## src/rtl/phrl_pkg.sv

```systemverilog
package phrl_pkg;

	typedef enum logic [1:0] {
		OP_ADD   = 2'd0,
		OP_CHECK = 2'd1,
		OP_QUERY = 2'd2,
		OP_TICK  = 2'd3
	} op_t;

	typedef struct packed {
		logic [1:0]  operation;
		logic [31:0] host_address;
		logic [15:0] rate_limit;
	} req_t;

	typedef struct packed {
		logic allowed;
		logic known;
		logic add_failed;
	} rsp_t;

	typedef enum logic [2:0] {
		ST_IDLE,
		ST_SCAN,
		ST_READ,
		ST_EXEC,
		ST_RET_RD,
		ST_RET_CHK,
		ST_RET_CNT,
		ST_DONE
	} st_t;

	localparam logic [15:0] WINDOW_RESET = 16'd1000;

endpackage

```

## src/rtl/phrl_front.sv

```systemverilog
module phrl_front
	import phrl_pkg::*;
(
	input  logic clk,
	input  logic arst_n,
	input  logic in_valid,
	output logic in_stall,
	input  req_t in_data,
	output logic q_valid,
	input  logic q_pop,
	output req_t q_data
);

	// two-entry queue decoupling acceptance from execution
	req_t       mem_q [2];
	logic       wp_q, rp_q;
	logic [1:0] cnt_q;

	wire push = in_valid && !in_stall;

	assign in_stall = (cnt_q == 2'd2);
	assign q_valid  = (cnt_q != 2'd0);
	assign q_data   = mem_q[rp_q];

	always_ff @(posedge clk) begin
		if (push) mem_q[wp_q] <= in_data;
	end

	always_ff @(posedge clk or negedge arst_n) begin
		if (!arst_n) begin
			wp_q <= 1'b0;
			rp_q <= 1'b0;
			cnt_q <= 2'd0;
		end else begin
			if (push) wp_q <= ~wp_q;
			if (q_pop) rp_q <= ~rp_q;
			cnt_q <= cnt_q + {1'b0, push} - {1'b0, q_pop};
		end
	end

endmodule

```

## config.mk

```make
export PLATFORM = sky130hd
export DESIGN_NAME = phrl_front
export DESIGN_NICKNAME = d
export VERILOG_FILES = /design/src/rtl/phrl_pkg.sv /design/src/rtl/phrl_front.sv
export SDC_FILE = /design/constraint.sdc
export NUM_CORES = 1
export LEC_CHECK = 0
export ABC_CLOCK_PERIOD_IN_PS = 5600
export BUFFER_PORTS_ARGS = -buffer_cell sky130_fd_sc_hd__buf_2
export CORE_MARGIN = 8
export CORE_UTILIZATION = 50
export DETAILED_ROUTE_END_ITERATION = 10
export PLACE_DENSITY = 0.76
export SLEW_MARGIN = 0
export SYNTH_ARGS = -nofsm -noshare
export SYNTH_HDL_FRONTEND = slang
export SYNTH_SLANG_ARGS = --single-unit
export TNS_END_PERCENT = 20
```

## constraint.sdc

```tcl
create_clock -name clk -period 5.6 [get_ports clk]
set_clock_uncertainty 0.05 [all_clocks]
set_input_delay 0.56 -clock clk [delete_from_list [all_inputs] [get_ports clk]]
set_output_delay 0.56 -clock clk [all_outputs]
set_load 0.05 [all_outputs]
```

Word level (Yosys, flattened, before mapping):

Memories as Yosys holds them, arrays and structs flattened.
Cells that the tools add are included.

* bits in writable memories: 100
* memories kept: 1
* input port bits: 54
* output and inout port bits: 52
* logic and storage cells: 14
* bits in registers: 4

* bitwise gates (word level): 2
* equality and inequality tests: 1
* reductions and logical operators: 3
* mux-type cells: 2
* add/subtract/negate cells: 2

Memories
* mem_q: words 2, bits a word 50, rd ports 1, clocked after Yosys merged registers in 0, wr ports 1, line phrl_front.sv:15 `req_t mem_q [2];`

Operators with widths (number)
* 2-bit by 1-bit adder with 2-bit output: 1
* 2-bit == test (second input constant): 1
* 1-bit 2-to-1 mux: 2
* 1-bit inverter: 2
* 2-bit nonzero test: 1
* 2-bit by 1-bit subtractor with 2-bit output: 1
* 1-bit logical AND: 1
* 1-bit zero test: 1

Depth between registers and ports, before layout:

Gate-level depths: netlist of run 1.

* depth after elaboration: 5
* gate-level depth with buffers: 7
* gate-level depth less buffers: 7

Least setup slack after synthesis of run 1:

OpenSTA, ideal clock, no wires.

* path type: input port to flip-flop
* start point: in in_valid
* end point: mem mem_q[0][0] (netlist name) (enable)
* stages: 2
* required time: 5.092 ns
* path buffers: 0
* setup slack: 2.341 ns
* arrival time: 2.751 ns
* setup time: 0.458 ns
* path through: nand2_1 -> nor2_1

* longest elaborated chain between the ends: 3

RTL lines
* start: declaration: line phrl_front.sv:6 `input logic in_valid,`
* 1-bit logical AND: line phrl_front.sv:19 `wire push = in_valid && !in_stall;`
* 1-bit 2-to-1 mux: line phrl_front.sv:26 `if (push) mem_q[wp_q] <= in_data;`
* 1-bit 2-to-1 mux (implied by the code): line phrl_front.sv:26
* end: declaration: line phrl_front.sv:15

No other way between the ends.

==> metrics, run 1 <==
routed wire length=about 7000 µm; P_leak=1.97 nW; Post-synth EDFFs=100; CTS tree=built; H-tree lvl count=3; Avg Inst Size Synth=23.4 µm²; Pwr Density=613 nW/µm²; reg-to-reg critical path endpoint=mem_q[0][10]; Non-Filler Instances=just under 400; CTS Buffer Depth=2; gr ovfl total=0; Max stage delay on crit path=around 1100 ps; post-CTS setup buffers=0; Post-Place Worst Slack=3300 ps; wire length per cell=17.3 µm; crit-path max FO=51; Detailed Route Iter0 Violations=53; vias in the first global route=roughly 2200; Post-Layout Inst Area=between 4000 and 5000 µm²; RSZ-0062 raised after global routing=false; Critical Path RT=roughly 5000 ps; Die Width=106 µm; Synth Instances=173; cell with the most instances after synthesis=edfxtp_1; die area=between 10000 and 15000 µm²; largest net degree at the start of global routing=52; Overall Power=around 3 mW; CP bufs+invs=1; Total Routing Usage GR=about an eighth; crit path DAT=2080 ps; Internal=roughly 1.8 mW; Final Setup Violations=0; Clock Sinks=roughly 100; router iterations before antenna repair=3; Ports=~110; Sw Share=41.2%; logic gate share of total power=42.6%; Initial Util=50.4%; Clk pwr share=16.8%; smallest hold slack=334 ps; synth unique cells=15; capture point of the worst path=q_data[49]; reg2reg path depth=4; total placed instance area=4630 µm²; Netlist Area Pre-Place=a little over 4000 µm²; max cap viols=0; Slew headroom=a little over a third; Max Slew Vio Count=0; DIE HEIGHT=roughly 110 µm; status=complete, no violations; yosys warns=0; Post-synth ARST share=under 10%; top post-synthesis cells by area=edfxtp_1, mux2_4, buf_12, dfrtp_1, xnor2_1; Flop pwr share=about two fifths; DR vias/cell=between 4 and 5; CP Cell Sequence=mux2_2 -> buf_2; critical path's slowest cell=dfrtp_4; CP top delay family=flip-flops; Post-Route Utilization=approximately 60%; Worst setup EP type=primary output; register bit total from synthesis=around 100; Final Critical Period=approximately 2700 ps; Hold WC Path Type=input port to flip-flop; dominant cell type by area after synthesis=edfxtp_1; CP Class=flip-flop to primary output; Final period util=a little under half; Rows=33; synthesis-to-finish area growth=19.7%; number of cells after detailed placement=approximately 380; CP startpoint kind=flip-flop; clk slew on worst S/H paths=about 100 ps; Max Freq=approximately 370 MHz; slack of the critical path=just under 3000 ps; core area=around 8100 µm²; fin nets=342; WP depth=2; post-synth top area share=around three quarters; Worst Max-Slew Pin Slew=961 ps; critical path startpoint=rp_q; total number of vias=about 1900; net switching power figure=between 1 and 1.5 mW; Worst-Skew Late Latency=roughly 360 ps; dpl hpwl=around 4600 µm; Hold Vio Cnt, Final=0; setup TNS=0 ps; reg2reg start=cnt_q[1]; residual DRC count=0; CTS Buf Count=9; r2r setup slk=3510 ps; Antenna Nets Post-Route=0; GP Congestion=~0.62; top cells by instance count after synthesis=edfxtp_1, mux2_4, buf_12, dfrtp_1, xnor2_1; clock root cell=clkbuf_8; Syn Nets=around 230; VDD IR max=around 0.00027 V; Synth Flop Type=edfxtp_1; antenna fix cells=0; initial antenna violation count=0; layout cells sized above 1=between 60 and 70%; first-pass GRT wire length=~11000 µm; PortBufs=~110; sequential share of the synthesized area=between 70% and 80%
[power groups by stage]
stage          registers [mW]  clock network, mW  logic (mW)
5_1_grt                  1.23              0.543        1.33
3_3_place_gp             1.22                  0        1.27
6_report                 1.21              0.499        1.27
4_1_cts                  1.22              0.515        1.29
3_5_place_dp             1.23                  0        1.28
2_1_floorplan            1.12                  0        1.21
[repair_timing]
action | 4_1_cts | 5_1_grt
hold buffers | 1 | 0
endpoints found under the hold margin | 4 | 0
gates resized for setup | 0 | 0
[placed cells by master, fill, tap and decap left out, drive strengths merged]
cell and instances:
or2 1, ha 2, clkinvlp 1, buf 107
edfxtp 100, nand2b 1, nor2 1, and3 1
nand2 1, bufinv 2, xnor2 3, clkbuf 10
mux2 50, inv 4, clkinv 1, dfrtp 4
xor2 1, dlygate4sd3 1
[registers in the layout, indices dropped and copies added, names as in the netlist]
register / flops
cnt_q: 2
mem_q: 100
rp_q: 1
wp_q: 1
[worst reg2reg max path, cell delays in order (launching register included)]
cell and delay [ps]:
dfrtp_1 420, nand2b_1 130, nand2_1 150, nor2_4 490, buf_4 490
[area by class of cell]
cell class              instances  area, µm²
fillers                       629       3200
clock buffers                  10        128
repair buffers                108        551
inverters                       2       7.51
multi-input cells              61        842
clock inverters                 6       90.1
well taps                     105        131
flip-flops and latches        104       3110
[logic make-up after synthesis]
family	count (synthesis)	share of synthesized area, %
and+or+nand+nor	5	0.648
adders and majority gates	2	0.617
muxes	50	18.4
xor gates and xnor gates	4	0.864
buffers and inverters	8	2.93
DFF	104	76.5
[metal layers]
metal	vias up	share of wire [%]	routed length (µm)	global-route usage (%)
met4	0	1.8	121	6.33
met1	942	40	2760	13.4
met3	11	7.8	532	4.48
met2	70	50	3440	20.6
li1	898	-	-	-
met5	-	0	0	0
[worst min-delay path by stage]
stage                start           end  cells after the start
3_3_place_gp        arst_n          rp_q                      1
2_1_floorplan       arst_n      cnt_q[0]                      0
4_1_cts        in_data[36]  mem_q[0][36]                      1
3_5_place_dp        arst_n          rp_q                      1
5_1_grt         in_data[6]   mem_q[1][6]                      1
6_report       in_data[39]  mem_q[0][39]                      1
No activity file was read; power rests on OpenSTA's default activity.
==> run 2: changes to the inputs <==
Settings changed: ABC_CLOCK_PERIOD_IN_PS 5600 to 2690.
Clock period 5.6 ns to 2.69 ns, I/O delays scaled along.
==> metrics, run 2 (synthesized netlist as in run 1, its figures left out) <==
gr ovfl total=0; Max Slew Vio Count=0; total number of vias=1891; GP Congestion=0.662; die area=approximately 11000 µm²; routed wire length=6810 µm; largest net degree at the start of global routing=51; Pwr Density=between 1000 and 1500 nW/µm²; Max Freq=445 MHz; setup TNS=0 ps; crit-path max FO=32; clock root cell=clkbuf_8; dpl hpwl=between 4000 and 5000 µm; CTS Buffer Depth=2; first-pass GRT wire length=roughly 10000 µm; DIE HEIGHT=around 110 µm; commonest cells after routing, fill and taps aside=buf_2, edfxtp_1, mux2_4; Largest register FFs=100; post-CTS setup buffers=0; commonest non-fill, non-tap cell in the layout=buf_2; Top reg by flops=mem_q; total placed instance area=between 4000 and 5000 µm²; Worst setup EP type=primary output; core area=around 8000 µm²; Final Critical Period=~2200 ps; CP Class=flip-flop to primary output; layout cells sized above 1=about three fifths; router iterations before antenna repair=3; Slew headroom=between 60 and 70%; vias in the first global route=roughly 2100; Post-Route Utilization=about three fifths; hold_buf cts=1; Final Setup Violations=0; largest registers=mem_q x100, cnt_q x2; Worst Max-Slew Pin Slew=between 500 and 600 ps; CTS Buf Count=9; DR vias/cell=4.76; PostCTS Resize Cnt=0; max cap viols=0; PortBufs=~110; Antenna Nets Post-Route=0; Total Routing Usage GR=12.0%; CP startpoint kind=flip-flop; Critical Path RT=roughly 2400 ps; residual DRC count=0; CTS tree=built; P_leak=1.98 nW; VDD IR max=~0.0008 V; Final period util=83.5%; status=complete, no violations; crit path DAT=slightly below 2000 ps; Rows=33; synthesis-to-finish area growth=20.7%; initial antenna violation count=1; Worst-Skew Late Latency=roughly 340 ps; Hold WC Path Type=input port to flip-flop; Post-Layout Inst Area=a little under 5000 µm²; fin nets=between 300 and 400; wire length per cell=17.2 µm; Ports=between 100 and 150; Die Width=106 µm; RSZ-0062 raised after global routing=false; Detailed Route Iter0 Violations=90; Hold Vio Cnt, Final=0; clk slew on worst S/H paths=around 90 ps; Clock Sinks=104; H-tree lvl count=3; Initial Util=around half
## run 2: cell types whose count changed in the layout (fill, tap and decap cells not counted)
cell      change
buf_12        +3
buf_4         -2
clkinv_1      +1
clkinv_2      -1
diode_2       +1
inv_6         -1
## run 2: metal layers
layer	part of all wire (%)	vias to the layer above	GRT usage (%)	routed length, µm
met4	1.4	0	5.13	96
li1	-	901	-	-
met5	0	-	0	0
met3	6.3	8	3.87	429
met1	41	922	13.3	2790
met2	51	60	20.6	3500
## run 2: area by class of cell
class	instances	area [µm²]
Antenna cell	1	2.50
Clock inverter	5	80.1
Multi-Input combinational cell	61	842
Timing Repair Buffer	109	596
Tap cell	105	131
Fill cell	588	3160
Sequential cell	104	3110
Inverter	2	7.51
Clock buffer	10	128
## run 2: power by group
group / leakage, nW / total, mW / internal (mW) / switching [mW]
registers: 0.974 / 2.40 / 2.22 / 0.180
clock network: 0.100 / 1.00 / 0.520 / 0.481
logic: 0.904 / 2.80 / 0.936 / 1.87
## run 2: critical path: stages, from the launching register on
cell and delay, ps:
dfrtp_4 680, buf_12 310, mux2_2 370, buf_2 210
## run 2: through the flow
| stage | total power, mW | setup WS, ps | hold slack (ps) | std cells |
|---|---|---|---|---|
| floorplan | 4.85 | 328 | -76.6 | 173 |
| global placement | 5.25 | 797 | 32.2 | 380 |
| detailed placement | 5.28 | 796 | 36.6 | 380 |
| CTS | 6.29 | 401 | 38.1 | 396 |
| global route | 6.46 | 350 | 33.8 | 397 |
| finish | 6.20 | 444 | 60.1 | 397 |
## run 2: path summary, 6_finish.rpt
check	slack, ps	startpoint	depth (start not counted)	end
min reg2reg	480	cnt_q[0]	1	cnt_q[0]
max in group asynchronous	2240	arst_n	2	rp_q
max reg2reg	950	cnt_q[1]	3	mem_q[1][21]
min in group asynchronous	200	arst_n	2	cnt_q[0]
max	440	rp_q	3	q_data[49]
min	60	in_data[3]	1	mem_q[0][3]
